**config.mk**
```make
export PLATFORM = sky130hd
export DESIGN_NAME = cgl_queue
export DESIGN_NICKNAME = d
export VERILOG_FILES = /design/src/rtl/core/cgl_pkg.sv /design/src/rtl/core/cgl_queue.sv
export SDC_FILE = /design/constraint.sdc
export NUM_CORES = 1
export LEC_CHECK = 0
export BUFFER_PORTS_ARGS = -buffer_cell sky130_fd_sc_hd__buf_4
export CAP_MARGIN = 5
export CORE_ASPECT_RATIO = 1.75
export CORE_MARGIN = 2
export CORE_UTILIZATION = 30
export DETAILED_ROUTE_END_ITERATION = 12
export GPL_TIMING_DRIVEN = 0
export PLACE_DENSITY = 0.59
export SKIP_CTS_REPAIR_TIMING = 1
export SYNTH_ARGS = -nofsm -noshare
export SYNTH_HDL_FRONTEND = slang
export SYNTH_SLANG_ARGS = --single-unit
export TNS_END_PERCENT = 20
```
**constraint.sdc**
```tcl
create_clock -name clock -period 3.82 [get_ports clock]
set_input_delay 0.191 -clock clock [delete_from_list [all_inputs] [get_ports clock]]
set_output_delay 0.191 -clock clock [all_outputs]
set_load 0.02 [all_outputs]
```
**src/rtl/core/cgl_pkg.sv**
```systemverilog
// Shared types, widths and register indexes for the color gradient lookup.
// Used by the channel interfaces and by every module of the block.
package cgl_pkg;

   localparam int CGL_MAX_STOPS = 7;

   localparam int SAMPLE_W   = 16;
   localparam int CHAN_W     = 8;
   localparam int CHANNELS   = 3;
   localparam int STOP_W     = 40;
   localparam int COUNT_W    = 3;
   localparam int CSR_IDX_W  = 3;
   localparam int CSR_DATA_W = 40;

   localparam int GAP_W    = SAMPLE_W + 1;
   localparam int DIFF_W   = CHAN_W + 1;
   localparam int NUM_W    = SAMPLE_W + CHAN_W + 1;
   localparam int NUMABS_W = NUM_W - 1;
   localparam int QUO_W    = CHAN_W + 1;
   localparam int RES_W    = QUO_W + 2;

   localparam int QUEUE_DEPTH = 4;
   localparam int QUEUE_AW    = $clog2(QUEUE_DEPTH);

   localparam logic [CSR_IDX_W-1:0] CSR_STOP_COUNT  = 3'd0;
   localparam logic [CSR_IDX_W-1:0] CSR_STOP_WORD_0 = 3'd1;

   localparam logic [1:0] CH_RED   = 2'd0;
   localparam logic [1:0] CH_GREEN = 2'd1;
   localparam logic [1:0] CH_BLUE  = 2'd2;

   typedef struct packed {
      logic                                direct;
      logic [GAP_W-1:0]                    gap;
      logic [CHANNELS-1:0][CHAN_W-1:0]     base;
      logic [CHANNELS-1:0][NUM_W-1:0]      num;
   } cgl_entry_type;

   function automatic logic [SAMPLE_W-1:0] stop_pos(input logic [STOP_W-1:0] word);
      return word[STOP_W-1 -: SAMPLE_W];
   endfunction

   function automatic logic [CHAN_W-1:0] stop_chan(input logic [STOP_W-1:0] word,
                                                   input logic [1:0] ch);
      logic [CHAN_W-1:0] c;
      case (ch)
         CH_RED:   c = word[23:16];
         CH_GREEN: c = word[15:8];
         default:  c = word[7:0];
      endcase
      return c;
   endfunction

endpackage

```
**src/rtl/core/cgl_queue.sv**
```systemverilog
// Short queue of classified words between the front and back ends.
// Depends on cgl_pkg for the entry type and depth.
module cgl_queue import cgl_pkg::*; (
   input  logic          clock,
   input  logic          reset,
   input  logic          push,
   input  cgl_entry_type entry_in,
   input  logic          pop,
   output cgl_entry_type head,
   output logic          full,
   output logic          empty
);

   cgl_entry_type         slot_ff [QUEUE_DEPTH];
   logic [QUEUE_AW-1:0]   wr_ptr_ff;
   logic [QUEUE_AW-1:0]   rd_ptr_ff;
   logic [QUEUE_AW:0]     count_ff, count_in;

   assign full  = (count_ff == (QUEUE_AW+1)'(QUEUE_DEPTH));
   assign empty = (count_ff == '0);
   assign head  = slot_ff[rd_ptr_ff];

   always_comb begin
      count_in = count_ff;
      if (push && !pop)      count_in = count_ff + 1'b1;
      else if (pop && !push) count_in = count_ff - 1'b1;
   end

   always_ff @(posedge clock) begin
      if (reset) begin
         wr_ptr_ff <= '0;
         rd_ptr_ff <= '0;
         count_ff  <= '0;
      end else begin
         if (push) wr_ptr_ff <= wr_ptr_ff + 1'b1;
         if (pop)  rd_ptr_ff <= rd_ptr_ff + 1'b1;
         count_ff <= count_in;
      end
   end

   always_ff @(posedge clock) begin
      if (push) slot_ff[wr_ptr_ff] <= entry_in;
   end

endmodule

```
======== After elaboration in Yosys (flattened, before gate mapping) ========
Memory sizes are Yosys's and may differ from the RTL's. A register that Yosys moved wholly into a read port is not among the register bits.
Cells that the tools add are included.
cells by class
  add/subtract/negate cells ............... 4
  eq/ne operators ......................... 1
  multiplexer cells ....................... 6
  reduce and logical (&&, ||, !) cells .... 6
operator list
  operator                                                            number
  3-bit two-way mux                                                   2
  2-bit by 1-bit adder with 2-bit output, second input constant       2
  2-bit two-way mux                                                   2
  3-bit by 1-bit adder with 3-bit output, second input constant       1
  3-bit equality test, second input constant                          1
  3-bit zero test                                                     1
  3-bit by 1-bit subtractor with 3-bit output, second input constant  1
  1-bit logical AND                                                   2
  1-bit zero test                                                     2
  1-bit two-way mux                                                   2
  2-bit nonzero test                                                  1
storage, ports and cells
  register bits after elaboration ......... 7
  RAM bits ................................ 468
  input bits .............................. 121
  output and inout port bits .............. 119
  word-level logic and storage cells ...... 21
  memories kept ........................... 1
memory list
  memory   depth  width  rd ports  clocked after memory_dff  wr ports  RTL line         text
  slot_ff  4      117    1         1                         1         cgl_queue.sv:14  cgl_entry_type slot_ff [QUEUE_DEPTH];

======== Logic depth before layout (Yosys ltp) ========
  depth in word-level cells ............... 4
  depth in mapped cells ................... 7
  mapped depth without buffers ............ 7

======== Worst setup path before layout ========
Ideal clock, no wire load.
  path kind ............................... reg2reg
  start point ............................. register wr_ptr_ff[0]
  end point ............................... memory slot_ff[0][0] (netlist bit), enable pin
  library setup time ...................... 0.489 ns
  data arrival time ....................... 3.234 ns
  setup slack ............................. 0.097 ns
  stages on the path, launching flop included .. 4
  path through ............................ dfxtp_1 -> inv_1 -> ha_1 -> and2_1
RTL lines
  item                    RTL line         text
  from (decl)             cgl_queue.sv:15  logic [QUEUE_AW-1:0] wr_ptr_ff;
  from (signal assigned)  cgl_queue.sv:35  if (push) wr_ptr_ff <= wr_ptr_ff + 1'b1;
  to (decl)               cgl_queue.sv:14
Straight into the memory's write port.

==> key figures <==
Worst hold path
  • Hold Crit Class: input pin to flop

Timing
  • Setup-failing EPs final: 0
  • Max-slew headroom: 46.7%
  • RSZ-0062 raised after global routing: false
  • Final Skew: 10.2 ps
  • WHS: 365 ps
  • Final hold violation count: 0
  • Final min period: 2840 ps
  • Final WS setup: 981 ps
  • Pins Over Slew Limit: 0
  • Worst Tran Pin Value: 800 ps
  • Fmax: 352 MHz
  • Tcrit/Tclk final: 74.3%

Place
  • Post-place setup slack: 1470 ps
  • RD Place Congestion: 0.683
  • DP Cell Count: 1668
  • Area after DPL: 20200 sq um
  • I/O Buffers: 238
  • HPWL after DPL: 23.6 mm

Synthesis
  • Count leader, synth: edfxtp_1
  • Number of synthesis warnings: 0
  • Syn nets: 782
  • Main flop type after synthesis: edfxtp_1
  • Register area share after synthesis: 82.4%
  • Flops & latches, synth: 477
  • Synthesized instance count: 655
  • Syn Std Cell Area: 17300 sq um
  • Area leader, netlist: edfxtp_1
  • EDFF count, synth: 468
  • Synth top area share: 81.4%
  • Ranking of synthesized cells by area: edfxtp_1 (81%), mux4_2 (15%), dfxtp_1 (1.0%)
  • Mean Syn Cell Area: 26.4 sq um
  • Netlist cell types: 21
  • Async SR Flop Fraction: 0%
  • Most frequent cells after synthesis: edfxtp_1 (468), mux4_2 (117), buf_2 (13), dfxtp_1 (9), clkbuf_1 (8)

GRT
  • Vias in the first global route: 8594
  • GRT Total Usage: 12.4%
  • Largest net degree at the start of global routing: 52
  • Grt ovf: 0
  • Number of antenna violations at the first check in global routing: 1
  • First-pass GRT wire length: 53.8 mm

Routing
  • Total wire length: 37.5 mm
  • Remaining DRCs: 0
  • ANT nets after route: 0
  • Via count: 8221
  • Post-detailed-route wirelength per cell: 20.0 microns
  • Initial DRC count: 494
  • Drt first pass iters: 4
  • Vias per cell: 4.38

Setup path
  • Startpoint Class: flop
  • CP Capture Type: output port
  • CP bufs+invs: 4
  • Critical Setup Path Class: flop to output port
  • CP Cell Sequence: buf_2, buf_2, buf_2, mux4_2, buf_4
  • Max incr delay on CP: 440 ps
  • Crit-path most repeated cell: buf_2
  • Critical Path RT: 3630 ps
  • R2R Setup Slk: 1660 ps
  • Slowest cell on the critical path: mux4_2
  • Crit path max fanout: 10
  • WP data arrival: 2650 ps
  • Crit-path leading delay family: buffers and inverters

CTS
  • CTS tree: built
  • CTS max path bufs: 3
  • Total CTS buffers: 46
  • CTS H-tree depth: 2
  • Clock tree root buffer cell: clkbuf_16
  • Worst skew pair latency: 560 ps
  • TritonCTS Sinks: 477
  • CTS clk-pin slew, worst paths: 60 ps

Flow run
  • Max-cap violations: 0

Power
  • Max VDD drop: 0.000430 V
  • P per Cell Area: 522 nW/um^2
  • Leak pwr: 7.68 nW
  • Power Total: 12.0 mW

Layout
  • Share of post-route cells with drive strength above 1: 41.4%
  • Non-Filler Instances: 1876
  • Fillers: 5070
  • Final Net Count: 1198
  • Seq. cell area: 14200 sq um
  • Post-route cell area: 22900 sq um
  • Area Overhead vs Synth: 32.6%
  • Area of the multi-input gates: 2880 sq um

Floorplanning
  • Initial Util: 30.3%
  • Row cnt: 116
  • I/O pin total: 240
  • Die H: 321 microns
  • Core Region: 57000 sq um
  • Die width: 185 microns
  • DIE AREA: 59600 sq um

Run status
  • Status: finished, final reports clean
[cell usage in the layout, fill, tap and decap left out, drive strengths merged, types with 3 or more instances in the layout]
| cell | netlist | final |
|---|---|---|
| clkinvlp | 0 | 8 |
| dfxtp | 9 | 9 |
| clkinv | 0 | 17 |
| and2 | 4 | 4 |
| ha | 5 | 5 |
| mux4 | 117 | 117 |
| nor2 | 7 | 7 |
| dlygate4sd3 | 0 | 122 |
| xor2 | 3 | 3 |
| buf | 19 | 265 |
| edfxtp | 468 | 468 |
| inv | 4 | 9 |
| clkbuf | 8 | 61 |
[routing by layer]
| metal | vias to the layer above | GRT usage [%] | routed length [microns] |
|---|---|---|---|
| met5 | - | 0 | 13 |
| met4 | 2 | 6.24 | 1470 |
| met3 | 68 | 2.59 | 1570 |
| met2 | 222 | 22.3 | 20500 |
| met1 | 4272 | 13.5 | 13900 |
| li1 | 3657 | - | - |
[cell families after synthesis]
| group | share of synthesized area, % |
|---|---|
| AOI/OAI and AO/OA | 0.0579 |
| buffers and inverters | 1.01 |
| adders and majority gates | 0.478 |
| and+or+nand+nor | 0.427 |
| muxes | 15.4 |
| DFF | 82.4 |
| xor gates and xnor gates | 0.254 |
[path summary, 6_finish.rpt]
| kind | start | end | cells after the start |
|---|---|---|---|
| setup / recovery | flop | head[84] | 5 |
| hold / removal | entry_in[63] | slot_ff[3][63] | 2 |
| setup reg to reg | wr_ptr_ff[0] | slot_ff[0][99] | 5 |
| hold reg to reg | count_ff[2] | count_ff[2] | 2 |
[sequential cells by signal, summed over array words and instances (netlist names), named ones only]
signal	count
count_ff	3
rd_ptr_ff	2
slot_ff	468
wr_ptr_ff	2
[power by group]
part           internal, mW  switching, mW
logic                 0.743          0.832
registers              6.01         0.0534
clock network          2.38           1.94
total                  9.13           2.83
[worst reg2reg max path: cells and delay by family, from the launching register on]
kind | cells | cell delay (ps)
AND/OR/NAND/NOR | 1 | 560
buffers and inverters | 3 | 720
adder cells (fa/ha/maj) | 1 | 150
flip-flops | 1 | 350
[final cells by class]
cell class	instances	share of cell area (%)
diodes	1	0.0109
repair buffers	368	14.1
plain buffers	27	0.694
flip-flops and latches	477	62.1
clock inverters	32	1.14
inverters	4	0.0656
multi-input cells	147	12.6
clock buffers	53	5.14
well taps	767	4.19
[through the flow]
step	util, %	setup TNS, ps
2_1_floorplan	-	0
4_1_cts	38.0	0
5_1_grt	40.2	0
3_3_place_gp	35.1	-1189160
3_5_place_dp	35.5	0
6_report	40.2	0
Note: power is estimated with default switching activity, not from simulation.
