==> src/rtl/core/cgl_pkg.sv <==
// Shared types, widths and register indexes for the color gradient lookup.
// Used by the channel interfaces and by every module of the block.
package cgl_pkg;

   localparam int CGL_MAX_STOPS = 7;

   localparam int SAMPLE_W   = 16;
   localparam int CHAN_W     = 8;
   localparam int CHANNELS   = 3;
   localparam int STOP_W     = 40;
   localparam int COUNT_W    = 3;
   localparam int CSR_IDX_W  = 3;
   localparam int CSR_DATA_W = 40;

   localparam int GAP_W    = SAMPLE_W + 1;
   localparam int DIFF_W   = CHAN_W + 1;
   localparam int NUM_W    = SAMPLE_W + CHAN_W + 1;
   localparam int NUMABS_W = NUM_W - 1;
   localparam int QUO_W    = CHAN_W + 1;
   localparam int RES_W    = QUO_W + 2;

   localparam int QUEUE_DEPTH = 4;
   localparam int QUEUE_AW    = $clog2(QUEUE_DEPTH);

   localparam logic [CSR_IDX_W-1:0] CSR_STOP_COUNT  = 3'd0;
   localparam logic [CSR_IDX_W-1:0] CSR_STOP_WORD_0 = 3'd1;

   localparam logic [1:0] CH_RED   = 2'd0;
   localparam logic [1:0] CH_GREEN = 2'd1;
   localparam logic [1:0] CH_BLUE  = 2'd2;

   typedef struct packed {
      logic                                direct;
      logic [GAP_W-1:0]                    gap;
      logic [CHANNELS-1:0][CHAN_W-1:0]     base;
      logic [CHANNELS-1:0][NUM_W-1:0]      num;
   } cgl_entry_type;

   function automatic logic [SAMPLE_W-1:0] stop_pos(input logic [STOP_W-1:0] word);
      return word[STOP_W-1 -: SAMPLE_W];
   endfunction

   function automatic logic [CHAN_W-1:0] stop_chan(input logic [STOP_W-1:0] word,
                                                   input logic [1:0] ch);
      logic [CHAN_W-1:0] c;
      case (ch)
         CH_RED:   c = word[23:16];
         CH_GREEN: c = word[15:8];
         default:  c = word[7:0];
      endcase
      return c;
   endfunction

endpackage

==> src/rtl/core/cgl_ifs.sv <==
// Valid/ready channel interfaces of the color gradient lookup.
// Depends on cgl_pkg for field widths.
interface cgl_req_if import cgl_pkg::*; ();
   logic                valid;
   logic                ready;
   logic [SAMPLE_W-1:0] sample_value;
   modport source (output valid, sample_value, input ready);
   modport sink   (input valid, sample_value, output ready);
endinterface


interface cgl_csr_if import cgl_pkg::*; ();
   logic                  valid;
   logic                  ready;
   logic [CSR_IDX_W-1:0]  index;
   logic [CSR_DATA_W-1:0] data;
   modport source (output valid, index, data, input ready);
   modport sink   (input valid, index, data, output ready);
endinterface

==> src/rtl/core/cgl_front.sv <==
// Front end: stop registers, stop search and numerator products.
// Depends on cgl_pkg and the request and register interfaces.
module cgl_front import cgl_pkg::*; #(
   parameter int MAX_STOPS = CGL_MAX_STOPS
) (
   input  logic          clock,
   input  logic          reset,
   cgl_req_if.sink       req_bus,
   cgl_csr_if.sink       csr_bus,
   input  logic          queue_full,
   output logic          push,
   output cgl_entry_type entry
);

   logic [COUNT_W-1:0] stop_count_ff;
   logic [STOP_W-1:0]  stop_word_ff [MAX_STOPS];

   logic               f1_valid_ff;
   logic               f1_hit_ff,    f1_hit_in;
   logic [SAMPLE_W-1:0] f1_sample_ff;
   logic [STOP_W-1:0]  f1_lo_ff,     f1_lo_in;
   logic [STOP_W-1:0]  f1_hi_ff,     f1_hi_in;

   logic               f2_valid_ff;
   cgl_entry_type      f2_entry_ff,  f2_entry_in;

   logic               advance;
   logic [COUNT_W-1:0] count_lim;

   assign csr_bus.ready = !reset;

   always_ff @(posedge clock) begin
      if (reset) begin
         stop_count_ff <= '0;
         for (int k = 0; k < MAX_STOPS; k++) stop_word_ff[k] <= '0;
      end else if (csr_bus.valid) begin
         if (csr_bus.index == CSR_STOP_COUNT) stop_count_ff <= csr_bus.data[COUNT_W-1:0];
         for (int k = 0; k < MAX_STOPS; k++) begin
            if (csr_bus.index == CSR_STOP_WORD_0 + CSR_IDX_W'(k))
               stop_word_ff[k] <= csr_bus.data[STOP_W-1:0];
         end
      end
   end

   assign advance       = !(f2_valid_ff && queue_full);
   assign req_bus.ready = advance && !reset;
   assign push          = f2_valid_ff && !queue_full;
   assign entry         = f2_entry_ff;

   assign count_lim = (stop_count_ff > COUNT_W'(MAX_STOPS)) ? COUNT_W'(MAX_STOPS)
                                                            : stop_count_ff;

   // The search runs from the top so that the lowest matching stop wins.
   always_comb begin
      f1_hit_in = 1'b0;
      f1_lo_in  = stop_word_ff[0];
      f1_hi_in  = stop_word_ff[0];
      for (int i = MAX_STOPS - 1; i >= 0; i--) begin
         if ((COUNT_W'(i) < count_lim) &&
             (req_bus.sample_value < stop_pos(stop_word_ff[i]))) begin
            f1_hit_in = 1'b1;
            f1_hi_in  = stop_word_ff[i];
            f1_lo_in  = stop_word_ff[(i > 0) ? i - 1 : 0];
         end
      end
   end

   always_comb begin
      logic signed [GAP_W-1:0]   dv;
      logic signed [GAP_W-1:0]   gap;
      logic signed [DIFF_W-1:0]  dc;
      logic signed [NUM_W:0]     prod;
      logic [CHAN_W-1:0]         c_lo;
      logic [CHAN_W-1:0]         c_hi;
      dv  = $signed({1'b0, f1_sample_ff}) - $signed({1'b0, stop_pos(f1_lo_ff)});
      gap = $signed({1'b0, stop_pos(f1_hi_ff)}) - $signed({1'b0, stop_pos(f1_lo_ff)});
      f2_entry_in.gap    = gap;
      f2_entry_in.direct = !f1_hit_ff || (gap == '0);
      for (int ch = 0; ch < CHANNELS; ch++) begin
         c_lo = stop_chan(f1_lo_ff, 2'(ch));
         c_hi = stop_chan(f1_hi_ff, 2'(ch));
         dc   = $signed({1'b0, c_hi}) - $signed({1'b0, c_lo});
         prod = (NUM_W+1)'(dv) * (NUM_W+1)'(dc);
         f2_entry_in.num[ch] = prod[NUM_W-1:0];
         if (!f1_hit_ff)          f2_entry_in.base[ch] = '0;
         else if (gap == '0)      f2_entry_in.base[ch] = c_hi;
         else                     f2_entry_in.base[ch] = c_lo;
      end
   end

   always_ff @(posedge clock) begin
      if (reset) begin
         f1_valid_ff <= 1'b0;
         f2_valid_ff <= 1'b0;
      end else if (advance) begin
         f1_valid_ff <= req_bus.valid;
         f2_valid_ff <= f1_valid_ff;
      end
   end

   always_ff @(posedge clock) begin
      if (advance) begin
         f1_sample_ff <= req_bus.sample_value;
         f1_hit_ff    <= f1_hit_in;
         f1_lo_ff     <= f1_lo_in;
         f1_hi_ff     <= f1_hi_in;
         f2_entry_ff  <= f2_entry_in;
      end
   end

endmodule

==> src/flat_wrapper.sv <==
// flat-port wrapper written by rule: the top's interface ports become plain ports
module cgl_front_flat import cgl_pkg::*;
#(
   parameter int MAX_STOPS = CGL_MAX_STOPS
)
  (clock, reset, queue_full, push, entry, req_bus_valid, req_bus_sample_value, req_bus_ready, csr_bus_valid, csr_bus_index, csr_bus_data, csr_bus_ready);
  cgl_req_if req_bus_i ();
  cgl_csr_if csr_bus_i ();
  input  logic clock;
  input  logic reset;
  input  logic queue_full;
  output logic push;
  output cgl_entry_type entry;
  input wire logic [$bits(req_bus_i.valid)-1:0] req_bus_valid;
  input wire logic [$bits(req_bus_i.sample_value)-1:0] req_bus_sample_value;
  output wire logic [$bits(req_bus_i.ready)-1:0] req_bus_ready;
  input wire logic [$bits(csr_bus_i.valid)-1:0] csr_bus_valid;
  input wire logic [$bits(csr_bus_i.index)-1:0] csr_bus_index;
  input wire logic [$bits(csr_bus_i.data)-1:0] csr_bus_data;
  output wire logic [$bits(csr_bus_i.ready)-1:0] csr_bus_ready;
  assign req_bus_i.valid = req_bus_valid;
  assign req_bus_i.sample_value = req_bus_sample_value;
  assign req_bus_ready = req_bus_i.ready;
  assign csr_bus_i.valid = csr_bus_valid;
  assign csr_bus_i.index = csr_bus_index;
  assign csr_bus_i.data = csr_bus_data;
  assign csr_bus_ready = csr_bus_i.ready;
  cgl_front #(.MAX_STOPS(MAX_STOPS)) u_core (.clock(clock), .reset(reset), .req_bus(req_bus_i), .csr_bus(csr_bus_i), .queue_full(queue_full), .push(push), .entry(entry));
endmodule
==> config.mk <==
export PLATFORM = sky130hd
export DESIGN_NAME = cgl_front_flat
export DESIGN_NICKNAME = d
export VERILOG_FILES = /design/src/rtl/core/cgl_pkg.sv /design/src/rtl/core/cgl_ifs.sv /design/src/rtl/core/cgl_front.sv /design/src/flat_wrapper.sv
export SDC_FILE = /design/constraint.sdc
export NUM_CORES = 2
export LEC_CHECK = 0
export BUFFER_PORTS_ARGS = -buffer_cell sky130_fd_sc_hd__buf_4
export CAP_MARGIN = 20
export CORE_MARGIN = 2
export CORE_UTILIZATION = 30
export CTS_CLUSTER_DIAMETER = 50
export DETAILED_ROUTE_END_ITERATION = 12
export PLACE_DENSITY = 0.48
export SLEW_MARGIN = 10
export SYNTH_ARGS = -nofsm -noshare
export SYNTH_HDL_FRONTEND = slang
export SYNTH_SLANG_ARGS = --single-unit
export TNS_END_PERCENT = 1
==> constraint.sdc <==
create_clock -name clock -period 10.8 [get_ports clock]
set_input_delay 2.16 -clock clock [delete_from_list [all_inputs] [get_ports clock]]
set_output_delay 2.16 -clock clock [all_outputs]
set_load 0.1 [all_outputs]
Yosys cells after proc, flatten, opt, wreduce, memory -nomap -nowiden
Memory sizes are Yosys's and may differ from the RTL's.
Cells that the tools add are included.
Cells by class
  multipliers: 3
  multiplexer cells: 56
  add/sub/neg operators: 5
  magnitude comparators: 15
  equality and inequality tests: 7
  reduce and logical (&&, ||, !) cells: 19
  bitwise logic cells: 7
Operators with widths (count)
  2-to-1 mux 40 bit: 21
  < comparator 16 bit: 7
  multiplier 17 x 9 -> 25 bit: 3
  subtractor 16 x 16 -> 17 bit: 2
  2-to-1 mux 1 bit: 31
  subtractor 8 x 8 -> 9 bit: 3
  2-to-1 mux 8 bit: 3
  zero test 17 bit: 1
  == test 3 bit, second input constant: 4
  logical AND 1 bit: 10
  < comparator 3 bit, first input constant: 3
  bitwise OR 1 bit: 7
  == test 3 x 2 -> 1 bit, second input constant: 2
  < comparator 1 x 3 -> 1 bit, first input constant: 2
  < comparator 2 x 3 -> 1 bit, first input constant: 2
  OR reduction 6 bit: 1
  zero test 1 bit: 4
  == test 3 x 1 -> 1 bit, second input constant: 1
  > comparator 3 bit, second input constant: 1
  zero test 3 bit: 1
  2-to-1 mux 3 bit: 1
  AND reduction 2 bit: 1
  logical OR 1 bit: 1
Storage, ports and cells
  RAM bits: 280
  register bits after elaboration: 219
  memories: 1
  word-level logic and storage cells: 128
  output and inout port bits: 120
Memory list
  u_core.stop_word_ff: words 7, width 40, read ports 7, clocked after Yosys merged registers in 0, write ports 7, line cgl_front.sv:16  | logic [STOP_W-1:0] stop_word_ff [MAX_STOPS];

Logic depth before layout (Yosys ltp)
  word-level depth: 11
  depth in mapped cells: 31
  gate-level depth less buffers: 30

Worst setup path before layout
OpenSTA, ideal clock, no wires.
  path kind: in2reg
  from: input queue_full
  to: register u_core.f2_entry_ff (netlist bit u_core.entry[0]), enable pin
  library setup time: 1701 ps
  path slack: 3448 ps
  data arrival time: 5650 ps
  required time: 9099 ps
  stages on the path: 1
  cells stage by stage: nand2_1
Between the ends
  cells in the longest elaborated chain, start to end: 1
Ends and longest elaborated chain
  from (decl): line flat_wrapper.sv:11  | input logic queue_full;
  logical AND 1 bit: line cgl_front.sv:45  | assign advance = !(f2_valid_ff && queue_full);
  to (signal assigned): line cgl_front.sv:107  | f2_entry_ff <= f2_entry_in;
  to (decl): line cgl_front.sv:25  | cgl_entry_type f2_entry_ff, f2_entry_in;
Every way passes these cells.
A chain may end at the register's enable or synchronous reset.

==> flow_summary.toml <==
[die]
core_mm2 = 0.140
core.rowCount = 137
die-area_mm2 = 0.144
fp.dieW_um = 379
die_h_um = 379
start_util = 0.302
pin_count = 184

[timing]
fin_crit_sh = 0.753
period_needed_ps = 8130
setup_viol = 0
hold_violations = 0
fmax_mhz = 123
slew_viol_final = 0
relSlewSlack = 0.312
tns_ps = 0
fin_ws_ps = 2670
tightest_slew_ps = 1030
finClkSkew_ps = 50.9
rsz0062_at_grt = "false"

[cts]
postCtsSetupBuffers = 0
cts_tree = "built"
clk_pin_slew_worst_paths_ps = 60
cts_buffers = 76
cts_max_level = 3
cts-hold-fix-buffers = 0
clk_latency_ps = 690
ctsResizeCount = 0
root_buffer = "clkbuf_16"
cts_buffer_depth = 3
numClockSinks = 499

[synthesis]
synth_area_leaders = "edfxtp_1, fa_1, ha_1"
ys_seq_area_frac = 0.354
async_flop_share = 0
ys_ff_latch = 499
ys_types = 67
syn_area_mm2 = 0.0422
synth_edf_count = 494
ys_warn_count = 0
yosysTopAreaCell = "edfxtp_1"
synth_top_flop_cell = "edfxtp_1"
syn_area_per_cell_um2 = 9.95
mappedNetlistNets = 4997
synth_cells = 4245
synth_top_area_frac = 0.351

[worst_setup_path]
r2r_setup_slack_ps = 2670
crit_path_end_kind = "register"
r2r_start = "u_core.f1_lo_ff[24]$_DFFE_PN_"
cp_data_arrival_time_ps = 8530
crit_start = "u_core.f1_lo_ff[24]$_DFFE_PN_"
critPathMaxFanout = 15
crit_path_frequent_cell = "fa_1"
required_ps = 11210
crit_slowest_cell = "and3_1"
startpoint_type = "register"
reg2reg_to = "u_core.entry[24]$_DFFE_PN_"
slowest_delay_ps = 750
r2r_cells = 28
critPathKind = "register to register"

[final_layout]
final_cell_mix = "nor2_1, inv_1, edfxtp_1, nand2_1, fa_1"
fin_area_mm2 = 0.0485
regArea_mm2 = 0.0149
areaGrowthSynthToFinish_pct = 14.9
layout-drive-gt1-share = 0.104
fin_cells = 6311
final_nets = 5122
nFillCells = 14200
multi_input_area_mm2 = 0.0247
layout_commonest_cell = "nor2_1"

[outcome]
run_status = "completed"

[placed_design]
place_inst = 6167
place.gp.congestion = 0.856
pre_cts_slack_ps = 2700
dpl_cell_area_mm2 = 0.0459
place_hpwl_um = 92100
port_buffers = 183

[detailed_routing]
antenna_left = 0
dr.pass1.iters = 5
routedWlPerCell_um = 21.2
drc = 0
drt_iter0_markers = 2227
routed_wl_um = 134000
vias = 31600
routed_via_density = 5.01

[global_routing]
antenna_found_initial = 7
grt_overflow_total = 0
grt_max_degree = 124
first_global_vias = 31800
grt.total_usage = 0.188
grt_pass1_wl_um = 202000

[job]
cap_violations = 0

[worst_hold_path]
holdPathStages = 2
hp-start = "u_core.f1_valid_ff$_SDFFE_PP0N_"
hold_class = "register to register"
min_to = "u_core.f2_valid_ff$_SDFFE_PP0N_"
==> metrics by stage <==
step | util | hold slack, ps
2_1_floorplan | - | 437
3_3_place_gp | 0.329 | 453
3_5_place_dp | 0.329 | 471
4_1_cts | 0.347 | 484
5_1_grt | 0.347 | 515
6_report | 0.347 | 483
==> cells in the mapped netlist, drive strengths merged, types with 11 or more instances <==
| cell type | count |
|---|---|
| o221ai | 17 |
| o22ai | 26 |
| or2 | 15 |
| nand2b | 166 |
| o31ai | 44 |
| edfxtp | 494 |
| or3 | 33 |
| nand3 | 120 |
| nor3 | 37 |
| mux2i | 80 |
| a31oi | 34 |
| fa | 374 |
| o21ai | 70 |
| a311oi | 26 |
| a221o | 40 |
| xnor2 | 91 |
| nand2 | 382 |
| o21a | 40 |
| o31a | 23 |
| a21o | 67 |
| a211oi | 14 |
| clkbuf | 181 |
| a21oi | 137 |
| and3 | 11 |
| o211a | 15 |
| xor2 | 36 |
| inv | 520 |
| and2 | 29 |
| o311a | 15 |
| nor2 | 626 |
| nor2b | 25 |
| nand4 | 15 |
| buf | 35 |
| ha | 314 |
==> routing by layer <==
layer	wire (µm)	global-route usage
met5	0	0
met1	60400	0.258
met3	7250	0.0268
met4	3140	0.0482
met2	62900	0.310
==> cell type report <==
cell class / instances / share of cell area
antenna: 2 / 0.000103
clock buffer: 79 / 0.0394
clock inverter: 62 / 0.0135
inverter: 520 / 0.0402
multi-input combinational: 3010 / 0.510
sequential: 499 / 0.308
tap: 1876 / 0.0484
timing repair buffer: 263 / 0.0410
==> flip-flops by register name, indices dropped and copies added, names as in the netlist <==
name,cells
u_core.f1_valid_ff,1
u_core.f1_sample_ff,16
u_core.f2_valid_ff,1
u_core.stop_word_ff,280
u_core.entry,117
u_core.f1_lo_ff,40
u_core.f1_hi_ff,40
u_core.f1_hit_ff,1
u_core.stop_count_ff,3
==> logic make-up (layout without fill, tap and decap cells) <==
kind of cell,count (synthesis),in the layout,share of synthesized area
buffers and inverters,736,924,0.0667
DFF,499,499,0.354
AOI/OAI and AO/OA,633,633,0.108
xor gates and xnor gates,127,127,0.0263
adders and majority gates,688,688,0.270
other,0,2,0
and+or+nand+nor,1482,1482,0.156
muxes,80,80,0.0190
==> critical path, delay by kind of cell, from the launching register on <==
family	cells	cell delay (ps)
buffers and inverters	3	140
DFF	1	390
xor gates and xnor gates	1	150
and+or+nand+nor	5	1390
adders and majority gates	8	3550
AOI/OAI and AO/OA	11	2230
==> worst max path at each step <==
stage | to | slack, ps | cells after the start
global route | u_core.entry[24]$_DFFE_PN_ | 2120 | 28
floorplan | u_core.entry[0]$_DFFE_PN_ | 3450 | 1
detailed placement | u_core.entry[24]$_DFFE_PN_ | 2700 | 28
global placement | u_core.entry[74]$_DFFE_PN_ | 2770 | 28
CTS | u_core.entry[74]$_DFFE_PN_ | 2680 | 28
finish | u_core.entry[24]$_DFFE_PN_ | 2670 | 28
Power is left out: the tool's default activity adds up to more than one toggle a clock period on the data nets, which glitch-free logic cannot reach.
