## src/rtl/core/cgl_pkg.sv

```systemverilog
// Shared types, widths and register indexes for the color gradient lookup.
// Used by the channel interfaces and by every module of the block.
package cgl_pkg;

   localparam int CGL_MAX_STOPS = 7;

   localparam int SAMPLE_W   = 16;
   localparam int CHAN_W     = 8;
   localparam int CHANNELS   = 3;
   localparam int STOP_W     = 40;
   localparam int COUNT_W    = 3;
   localparam int CSR_IDX_W  = 3;
   localparam int CSR_DATA_W = 40;

   localparam int GAP_W    = SAMPLE_W + 1;
   localparam int DIFF_W   = CHAN_W + 1;
   localparam int NUM_W    = SAMPLE_W + CHAN_W + 1;
   localparam int NUMABS_W = NUM_W - 1;
   localparam int QUO_W    = CHAN_W + 1;
   localparam int RES_W    = QUO_W + 2;

   localparam int QUEUE_DEPTH = 4;
   localparam int QUEUE_AW    = $clog2(QUEUE_DEPTH);

   localparam logic [CSR_IDX_W-1:0] CSR_STOP_COUNT  = 3'd0;
   localparam logic [CSR_IDX_W-1:0] CSR_STOP_WORD_0 = 3'd1;

   localparam logic [1:0] CH_RED   = 2'd0;
   localparam logic [1:0] CH_GREEN = 2'd1;
   localparam logic [1:0] CH_BLUE  = 2'd2;

   typedef struct packed {
      logic                                direct;
      logic [GAP_W-1:0]                    gap;
      logic [CHANNELS-1:0][CHAN_W-1:0]     base;
      logic [CHANNELS-1:0][NUM_W-1:0]      num;
   } cgl_entry_type;

   function automatic logic [SAMPLE_W-1:0] stop_pos(input logic [STOP_W-1:0] word);
      return word[STOP_W-1 -: SAMPLE_W];
   endfunction

   function automatic logic [CHAN_W-1:0] stop_chan(input logic [STOP_W-1:0] word,
                                                   input logic [1:0] ch);
      logic [CHAN_W-1:0] c;
      case (ch)
         CH_RED:   c = word[23:16];
         CH_GREEN: c = word[15:8];
         default:  c = word[7:0];
      endcase
      return c;
   endfunction

endpackage

```

## src/rtl/core/cgl_ifs.sv

```systemverilog


interface cgl_rsp_if import cgl_pkg::*; ();
   logic              valid;
   logic              ready;
   logic [CHAN_W-1:0] red;
   logic [CHAN_W-1:0] green;
   logic [CHAN_W-1:0] blue;
   modport source (output valid, red, green, blue, input ready);
   modport sink   (input valid, red, green, blue, output ready);
endinterface


```

## src/rtl/core/cgl_back.sv

```systemverilog
// Back end: pipelined restoring divider, one quotient bit per stage,
// followed by the channel add, saturation and the result register.
// Depends on cgl_pkg and the response interface.
module cgl_back import cgl_pkg::*; (
   input  logic          clock,
   input  logic          reset,
   input  cgl_entry_type head,
   input  logic          empty,
   output logic          pop,
   cgl_rsp_if.source     rsp_bus
);

   typedef struct packed {
      logic [NUMABS_W-1:0] rem;
      logic [QUO_W-1:0]    quo;
      logic                neg;
      logic                ovf;
      logic [CHAN_W-1:0]   base;
   } cgl_lane_type;

   typedef struct packed {
      logic                               direct;
      logic [SAMPLE_W-1:0]                gabs;
      logic [CHANNELS-1:0] [$bits(cgl_lane_type)-1:0] lane;
   } cgl_stage_type;

   cgl_stage_type st_ff  [QUO_W+1];
   cgl_stage_type st_in  [QUO_W+1];
   logic          vld_ff [QUO_W+1];

   logic                            rsp_valid_ff;
   logic [CHANNELS-1:0][CHAN_W-1:0] color_ff, color_in;
   logic                            advance;

   assign advance = !rsp_valid_ff || rsp_bus.ready;
   assign pop     = advance && !empty;

   // Quotients are formed on magnitudes so that they truncate toward zero.
   // A quotient of 2**QUO_W or more is only flagged; it saturates the result unless the entry is direct.
   always_comb begin
      logic signed [NUM_W-1:0] numv;
      logic signed [GAP_W-1:0] gapv;
      logic [NUM_W-1:0]        nabs;
      logic [GAP_W-1:0]        gabs;
      cgl_lane_type            ln;
      gapv = $signed(head.gap);
      gabs = gapv[GAP_W-1] ? GAP_W'(-gapv) : GAP_W'(gapv);
      st_in[0].direct = head.direct;
      st_in[0].gabs   = gabs[SAMPLE_W-1:0];
      for (int ch = 0; ch < CHANNELS; ch++) begin
         numv    = $signed(head.num[ch]);
         nabs    = numv[NUM_W-1] ? NUM_W'(-numv) : NUM_W'(numv);
         ln.rem  = nabs[NUMABS_W-1:0];
         ln.quo  = '0;
         ln.neg  = numv[NUM_W-1] ^ gapv[GAP_W-1];
         ln.ovf  = ({1'b0, nabs[NUMABS_W-1:0]} >= {gabs[SAMPLE_W-1:0], QUO_W'(0)});
         ln.base = head.base[ch];
         st_in[0].lane[ch] = ln;
      end
      for (int s = 1; s <= QUO_W; s++) begin
         logic [NUMABS_W-1:0] trial;
         st_in[s] = st_ff[s-1];
         trial = {(NUMABS_W-SAMPLE_W)'(0), st_ff[s-1].gabs} << (QUO_W - s);
         for (int ch = 0; ch < CHANNELS; ch++) begin
            ln = st_ff[s-1].lane[ch];
            if (ln.rem >= trial) begin
               ln.rem = ln.rem - trial;
               ln.quo[QUO_W-s] = 1'b1;
            end
            st_in[s].lane[ch] = ln;
         end
      end
   end

   always_comb begin
      cgl_lane_type            ln;
      logic signed [RES_W-1:0] qs;
      logic signed [RES_W-1:0] r;
      for (int ch = 0; ch < CHANNELS; ch++) begin
         ln = st_ff[QUO_W].lane[ch];
         qs = ln.neg ? -$signed({2'b00, ln.quo}) : $signed({2'b00, ln.quo});
         r  = $signed({3'b000, ln.base}) + qs;
         if (st_ff[QUO_W].direct)  color_in[ch] = ln.base;
         else if (ln.ovf)          color_in[ch] = ln.neg ? '0 : '1;
         else if (r[RES_W-1])      color_in[ch] = '0;
         else if (r > RES_W'(255)) color_in[ch] = '1;
         else                      color_in[ch] = r[CHAN_W-1:0];
      end
   end

   always_ff @(posedge clock) begin
      if (reset) begin
         for (int s = 0; s <= QUO_W; s++) vld_ff[s] <= 1'b0;
         rsp_valid_ff <= 1'b0;
      end else if (advance) begin
         vld_ff[0] <= pop;
         for (int s = 1; s <= QUO_W; s++) vld_ff[s] <= vld_ff[s-1];
         rsp_valid_ff <= vld_ff[QUO_W];
      end
   end

   always_ff @(posedge clock) begin
      if (advance) begin
         for (int s = 0; s <= QUO_W; s++) st_ff[s] <= st_in[s];
         color_ff <= color_in;
      end
   end

   assign rsp_bus.valid = rsp_valid_ff;
   assign rsp_bus.red   = color_ff[CH_RED];
   assign rsp_bus.green = color_ff[CH_GREEN];
   assign rsp_bus.blue  = color_ff[CH_BLUE];

endmodule

```

## src/flat_wrapper.sv

```systemverilog
// flat-port wrapper written by rule: the top's interface ports become plain ports
module cgl_back_flat import cgl_pkg::*;
  (clock, reset, head, empty, pop, rsp_bus_valid, rsp_bus_red, rsp_bus_green, rsp_bus_blue, rsp_bus_ready);
  cgl_rsp_if rsp_bus_i ();
  input  logic clock;
  input  logic reset;
  input  cgl_entry_type head;
  input  logic empty;
  output logic pop;
  output wire logic [$bits(rsp_bus_i.valid)-1:0] rsp_bus_valid;
  output wire logic [$bits(rsp_bus_i.red)-1:0] rsp_bus_red;
  output wire logic [$bits(rsp_bus_i.green)-1:0] rsp_bus_green;
  output wire logic [$bits(rsp_bus_i.blue)-1:0] rsp_bus_blue;
  input wire logic [$bits(rsp_bus_i.ready)-1:0] rsp_bus_ready;
  assign rsp_bus_valid = rsp_bus_i.valid;
  assign rsp_bus_red = rsp_bus_i.red;
  assign rsp_bus_green = rsp_bus_i.green;
  assign rsp_bus_blue = rsp_bus_i.blue;
  assign rsp_bus_i.ready = rsp_bus_ready;
  cgl_back u_core (.clock(clock), .reset(reset), .head(head), .empty(empty), .pop(pop), .rsp_bus(rsp_bus_i));
endmodule
```

## config.mk

```make
export PLATFORM = sky130hd
export DESIGN_NAME = cgl_back_flat
export DESIGN_NICKNAME = d
export VERILOG_FILES = /design/src/rtl/core/cgl_pkg.sv /design/src/rtl/core/cgl_ifs.sv /design/src/rtl/core/cgl_back.sv /design/src/flat_wrapper.sv
export SDC_FILE = /design/constraint.sdc
export NUM_CORES = 2
export LEC_CHECK = 0
export BUFFER_PORTS_ARGS = -buffer_cell sky130_fd_sc_hd__buf_4
export CAP_MARGIN = 20
export CORE_MARGIN = 4
export CORE_UTILIZATION = 45
export CTS_CLUSTER_DIAMETER = 50
export CTS_CLUSTER_SIZE = 16
export DETAILED_ROUTE_END_ITERATION = 16
export MAX_ROUTING_LAYER = met4
export SLEW_MARGIN = 15
export SYNTH_ARGS = -nofsm -noshare
export SYNTH_HDL_FRONTEND = slang
export SYNTH_SLANG_ARGS = --single-unit
```

## constraint.sdc

```tcl
create_clock -name clock -period 58.6 [get_ports clock]
set_clock_uncertainty 0.15 [all_clocks]
set_input_delay 5.86 -clock clock [delete_from_list [all_inputs] [get_ports clock]]
set_output_delay 5.86 -clock clock [all_outputs]
set_load 0.1 [all_outputs]
```

Word level (Yosys, flattened, before mapping)
Memory sizes are Yosys's and may differ from the RTL's. A register that Yosys moved wholly into a read port is not among the register bits.
Index checks and enable logic that the tools add are counted.
{"block": "op_classes", "div": 0, "muxes": 89, "n_eq_ne": 0, "mul": 0, "reduce_logical": 4, "bitwise_logic": 13, "magnitude_cmp": 33, "n_addsub": 37, "n_shift": 0}
{"op": "$mux W24", "n": 27}
{"op": "$mux W8", "n": 15}
{"op": "$ge A24 B25 Y1", "n": 3}
{"op": "$mux W25", "n": 3}
{"op": "$ge A24 B16 Y1", "n": 3}
{"op": "$ge A24 B17 Y1", "n": 3}
{"op": "$ge A24 B18 Y1", "n": 3}
{"op": "$ge A24 B19 Y1", "n": 3}
{"op": "$ge A24 B20 Y1", "n": 3}
{"op": "$ge A24 B21 Y1", "n": 3}
{"op": "$ge A24 B22 Y1", "n": 3}
{"op": "$ge A24 B23 Y1", "n": 3}
{"op": "$ge A24 B24 Y1", "n": 3}
{"op": "$neg A24 Y24", "n": 3}
{"op": "$sub A24 B16 Y24", "n": 3}
{"op": "$sub A24 B17 Y24", "n": 3}
{"op": "$sub A24 B18 Y24", "n": 3}
{"op": "$sub A24 B19 Y24", "n": 3}
{"op": "$sub A24 B20 Y24", "n": 3}
{"op": "$sub A24 B21 Y24", "n": 3}
{"op": "$sub A24 B22 Y24", "n": 3}
{"op": "$sub A24 B23 Y24", "n": 3}
{"op": "$sub A24 B24 Y24", "n": 3}
{"op": "$mux W1", "n": 40}
{"op": "11 further kinds", "n": 31}
{"block": "word_totals", "mem_count": 2, "regBits": 24, "word_cells": 181, "ram_bits": 1470, "rom_bits": 0, "output_inout_bits": 26, "latch_bits": 0, "in_bits": 121}
{"name": "u_core.st_ff", "depth": 10, "word_bits": 146, "rd": 10, "rd_clocked_by_memory_dff": 0, "wr": 10, "line": "cgl_back.sv:27", "text": "cgl_stage_type st_ff [QUO_W+1];"}
{"name": "u_core.vld_ff", "depth": 10, "word_bits": 1, "rd": 10, "rd_clocked_by_memory_dff": 1, "wr": 10, "line": "cgl_back.sv:29", "text": "logic vld_ff [QUO_W+1];"}

Logic depth before layout (Yosys ltp)
An unclocked memory read counts as a cell.
{"block": "logic_depth", "depth_word": 9, "depth_mapped": 16, "depth_no_buf": 16}

Worst setup path after synthesis
Ideal clock, no wire load.
{"block": "synth_timing", "path_type": "input-to-reg", "from": "in rsp_bus_ready", "to": "reg u_core.color_ff, in the netlist u_core.rsp_bus.blue[0] (enable)", "arrival_time_ps": 30206, "t_required_ps": 56856, "path_stages": 2, "path_slack_ps": 26650, "n_path_buf": 0, "setup_ps": 1594, "cell_sequence": "nor2b_1 -> inv_1"}
{"block": "synth_between", "elab_chain_len": 1}
{"item": "start: declaration", "line": "flat_wrapper.sv:14", "text": "input wire logic [$bits(rsp_bus_i.ready)-1:0] rsp_bus_ready;"}
{"item": "$logic_or A1 B1 Y1", "line": "cgl_back.sv:35", "text": "assign advance = !rsp_valid_ff || rsp_bus.ready;"}
{"item": "end signal: assignment", "line": "cgl_back.sv:105", "text": "color_ff <= color_in;"}
{"item": "end: declaration", "line": "cgl_back.sv:32", "text": "logic [CHANNELS-1:0][CHAN_W-1:0] color_ff, color_in;"}
Every way passes these cells.
A chain may end at the register's enable or synchronous reset.

Worst setup path in the final report
{"block": "layout_timing", "from": "in rsp_bus_ready", "to": "out pop"}
{"block": "layout_between", "elab_chain_len": 2}
{"item": "$logic_or A1 B1 Y1", "line": "cgl_back.sv:35"}
{"item": "$logic_and A1 B1 Y1", "line": "cgl_back.sv:36", "text": "assign pop = advance && !empty;"}
{"item": "end: declaration", "line": "flat_wrapper.sv:9", "text": "output logic pop;"}
Every way passes these cells.

==> impl_metrics.yaml <==
run_status:
  result_of_the_run: "complete, no violations"
min_path:
  hold_class: "reg2reg"
synth:
  largest_family_of_logic_cells_by_synthesized_area: "compound AO/OA/AOI/OAI gates"
  synthArstFlopShare: 0
  synth.area.top_cells: "sky130_fd_sc_hd__edfxtp_1 56%, sky130_fd_sc_hd__ha_1 9.3%, sky130_fd_sc_hd__xnor2_1 3.4%"
  postSynthRegisterBits: 1272
  ys.flop_type: "sky130_fd_sc_hd__edfxtp_1"
  synth-adder-area-share: 0.1012
  synth_simple_gate_area_frac: 0.1086
  synth_enable_flop_cells: 1271
  postSynthNetCount: 6389
  synth_top_cell_by_area: "sky130_fd_sc_hd__edfxtp_1"
  compound_gate_portion_of_the_synthesized_area: 0.1332
  syn-mean-instance-area_um2: 11.96
  synth-xor-area-share: 0.05751
  area_of_the_mapped_netlist_um2: 68530
  muxShareOfSynthArea: 0.01877
  syn-instance-count: 5730
  netlist-cell-type-count: 93
  yosys.cell_count.top_type: "sky130_fd_sc_hd__edfxtp_1"
  synth-seq-area-share: 0.5572
  leading_cell_types_by_count_after_synthesis: "1271 x sky130_fd_sc_hd__edfxtp_1, 511 x sky130_fd_sc_hd__ha_1, 428 x sky130_fd_sc_hd__nand2_1, 407 x sky130_fd_sc_hd__o21ai_0, 372 x sky130_fd_sc_hd__a21oi_1"
  synth_top_cell_area_share: 0.5570
  yosys_warnings: 0
clocking:
  cts-hold-fix-buffers: 0
  cts_tree: "yes"
  cts_post_setup_buffers_inserted: 0
  cts_made_buffers: 140
  cts_resized: 0
  clock_latency_of_the_later_clocked_register_in_the_worst_skew_pair_ns: 0.78
  cts_root_buffer: "sky130_fd_sc_hd__clkbuf_16"
  clkSlewWorstSetupHoldPaths_ns: 0.06
  clock_tree.htree_level_count: 4
  cts.path.max_buffers: 3
  tritoncts_num_sinks: 1272
grt:
  grt.total_usage: 0.2111
  grt_pass1_wl_mm: 250.4
  antenna_found_initial: 1
  grt_overflow_total: 0
  vias_in_the_first_global_route: 42980
  grt_start_max_net_pins: 170
sta:
  max_slew_violation_count: 0
  final.hold.worst_slack_ns: 0.2543
  unrepaired_setup_endpoints_after_global_routing: "false"
  fin_crit_ns: 12.82
  hold_violations: 0
  max_clock_freq_mhz: 78.00
  report.final.setup_viol: 0
  final.setup.tns_ns: 0
  slew_headroom: 0.3163
  min_period_over_period: 0.2188
  worstMarginPinSlew_ns: 1.026
placed_design:
  place.gp.congestion: 0.9395
  numPortBuffers: 146
  place_area_um2: 72080
  dp_hpwl_mm: 128.2
floorplanning:
  core_area_um2: 150700
  die_x_um: 398.2
  initial_utilization: 0.4548
  floorplan.die_area_um2: 158600
  ios: 147
  die_height_um: 398.2
  rows: 142
power_and_ir_drop:
  seq_power_share: 0.375
  power-per-cell-area_nw_per_um2: 52.99
  intPower_mw: 2.602
  power.net_switching_mw: 1.479
  power.leakage_nw: 30.14
  vdd_ir_drop_max_v: 0.00002967
  share_comb_of_total_power: 0.401
  clockPowerShare: 0.224
  finalPower_mw: 4.080
  switching_share: 0.3624
setup_path:
  cell_with_the_largest_stage_delay_on_the_worst_path: "sky130_fd_sc_hd__nor2b_1"
  timing.critical_path.required_ns: 52.59
  timing.critical_path.from_type: "primary input"
  critical_path_type: "in2out"
  cp.buffers_inverters: 2
  crit_family: "simple AND/OR/NAND/NOR gates"
  cpMostUsedCell: "sky130_fd_sc_hd__buf_4"
  critical-path-max-stage-delay_ns: 0.50
  worst-path-max-fanout: 6
  crit_path_cell_trace: "buf_4 > nor2b_1 > nor2_1 > buf_4"
  cp_data_arrival_time_ns: 6.81
  setup.worst_path.end_class: "output port"
cells_and_area:
  num_antenna_cells: 0
  fin_area_um2: 77010
  design.final.nets: 6613
  utilization: 0.5111
  layout-drive-gt1-share: 0.09406
  area_delta_synth_final_pct: 12.38
route:
  detail_route.first_pass.iterations: 5
  dr.first_iter.drc_count: 2648
  dr_total_vias: 43870
  detail_route.drc_violations: 0
  vias_per_cell: 5.432
  routed_wl_mm: 163.1
  wire_length_per_cell_after_detailed_routing_um: 20.20
  ant_nets: 0
flow_run:
  timing.max_cap.violations: 0
## stage by stage
stage	setup slack [ns]	std cells
finish	45.78	8076
floorplan	26.65	5730
CTS	45.77	8076
detailed placement	45.76	7828
global route	45.69	8076
global placement	45.76	7828
## metal layers
layer  track usage  vias to the layer above  wire length [um]
met1        0.2499                    20580             68280
met3       0.02482                      306              4994
met2        0.3617                      895             81560
li1              -                    22090                 -
met4       0.09647                        0              8274
met5             -                        -                 0
## logic make-up after synthesis
| logic type | Yosys count |
|---|---|
| flops | 1272 |
| mux | 116 |
| compound gates | 1433 |
| fa+ha+maj | 538 |
| buf+inv | 422 |
| simple gates | 1499 |
| xor+xnor | 450 |
## final timing paths
kind	start	to	cells after the start	slack (ns)
worst max-delay path	rsp_bus_ready	pop	4	45.78
worst min-delay path	u_core.st_ff[4][103]	u_core.st_ff[5][103]	0	0.25
worst max register to register	u_core.st_ff[3][130]	u_core.st_ff[4][37]	10	54.14
worst min register to register	u_core.st_ff[4][103]	u_core.st_ff[5][103]	0	0.25
## state kept, by name, indices dropped and copies added, names as in the netlist
| signal | cells |
|---|---|
| u_core.st_ff | 1237 |
| u_core.rsp_bus.green | 8 |
| u_core.vld_ff | 10 |
| u_core.rsp_bus.red | 8 |
| u_core.rsp_bus.valid | 1 |
| u_core.rsp_bus.blue | 8 |
## worst reg2reg max path, delay by kind of cell (launching register included)
family                   cells  cell delay [ns]
AO/OA/AOI/OAI                5             2.11
buffers and inverters        2             0.47
flip-flops                   1             0.64
adder cells (fa/ha/maj)      1             0.35
multiplexers                 1             0.34
AND/OR/NAND/NOR              1             0.13
## power by group through the flow
stage	clock network (mW)	registers [mW]	logic, mW
after floorplan	0	1.51	1.23
after global placement	0	1.55	1.61
after detailed placement	0	1.55	1.62
after CTS	0.941	1.53	1.63
after global routing	0.981	1.56	1.84
final	0.913	1.53	1.64
## final cells by class
cell class / count / area (um^2)
fillers: 13150 / 73650
flip-flops and latches: 1272 / 38190
multi-input cells: 4036 / 28780
clock buffers: 157 / 3577
well taps: 2016 / 2522
clock inverters: 91 / 1358
repair buffers: 174 / 1344
inverters: 330 / 1246
## layout by cell type, fill, tap and decap left out, types with 171 or more instances in the layout
master	Yosys	layout
sky130_fd_sc_hd__edfxtp_1	1271	1271
sky130_fd_sc_hd__buf_4	2	171
sky130_fd_sc_hd__inv_1	329	328
sky130_fd_sc_hd__nand2_1	428	428
sky130_fd_sc_hd__nor2_1	348	348
sky130_fd_sc_hd__a21oi_1	372	368
sky130_fd_sc_hd__xnor2_1	264	264
sky130_fd_sc_hd__xor2_1	186	186
sky130_fd_sc_hd__ha_1	511	511
sky130_fd_sc_hd__o21ai_0	407	407
(Power assumes the default switching activity.)
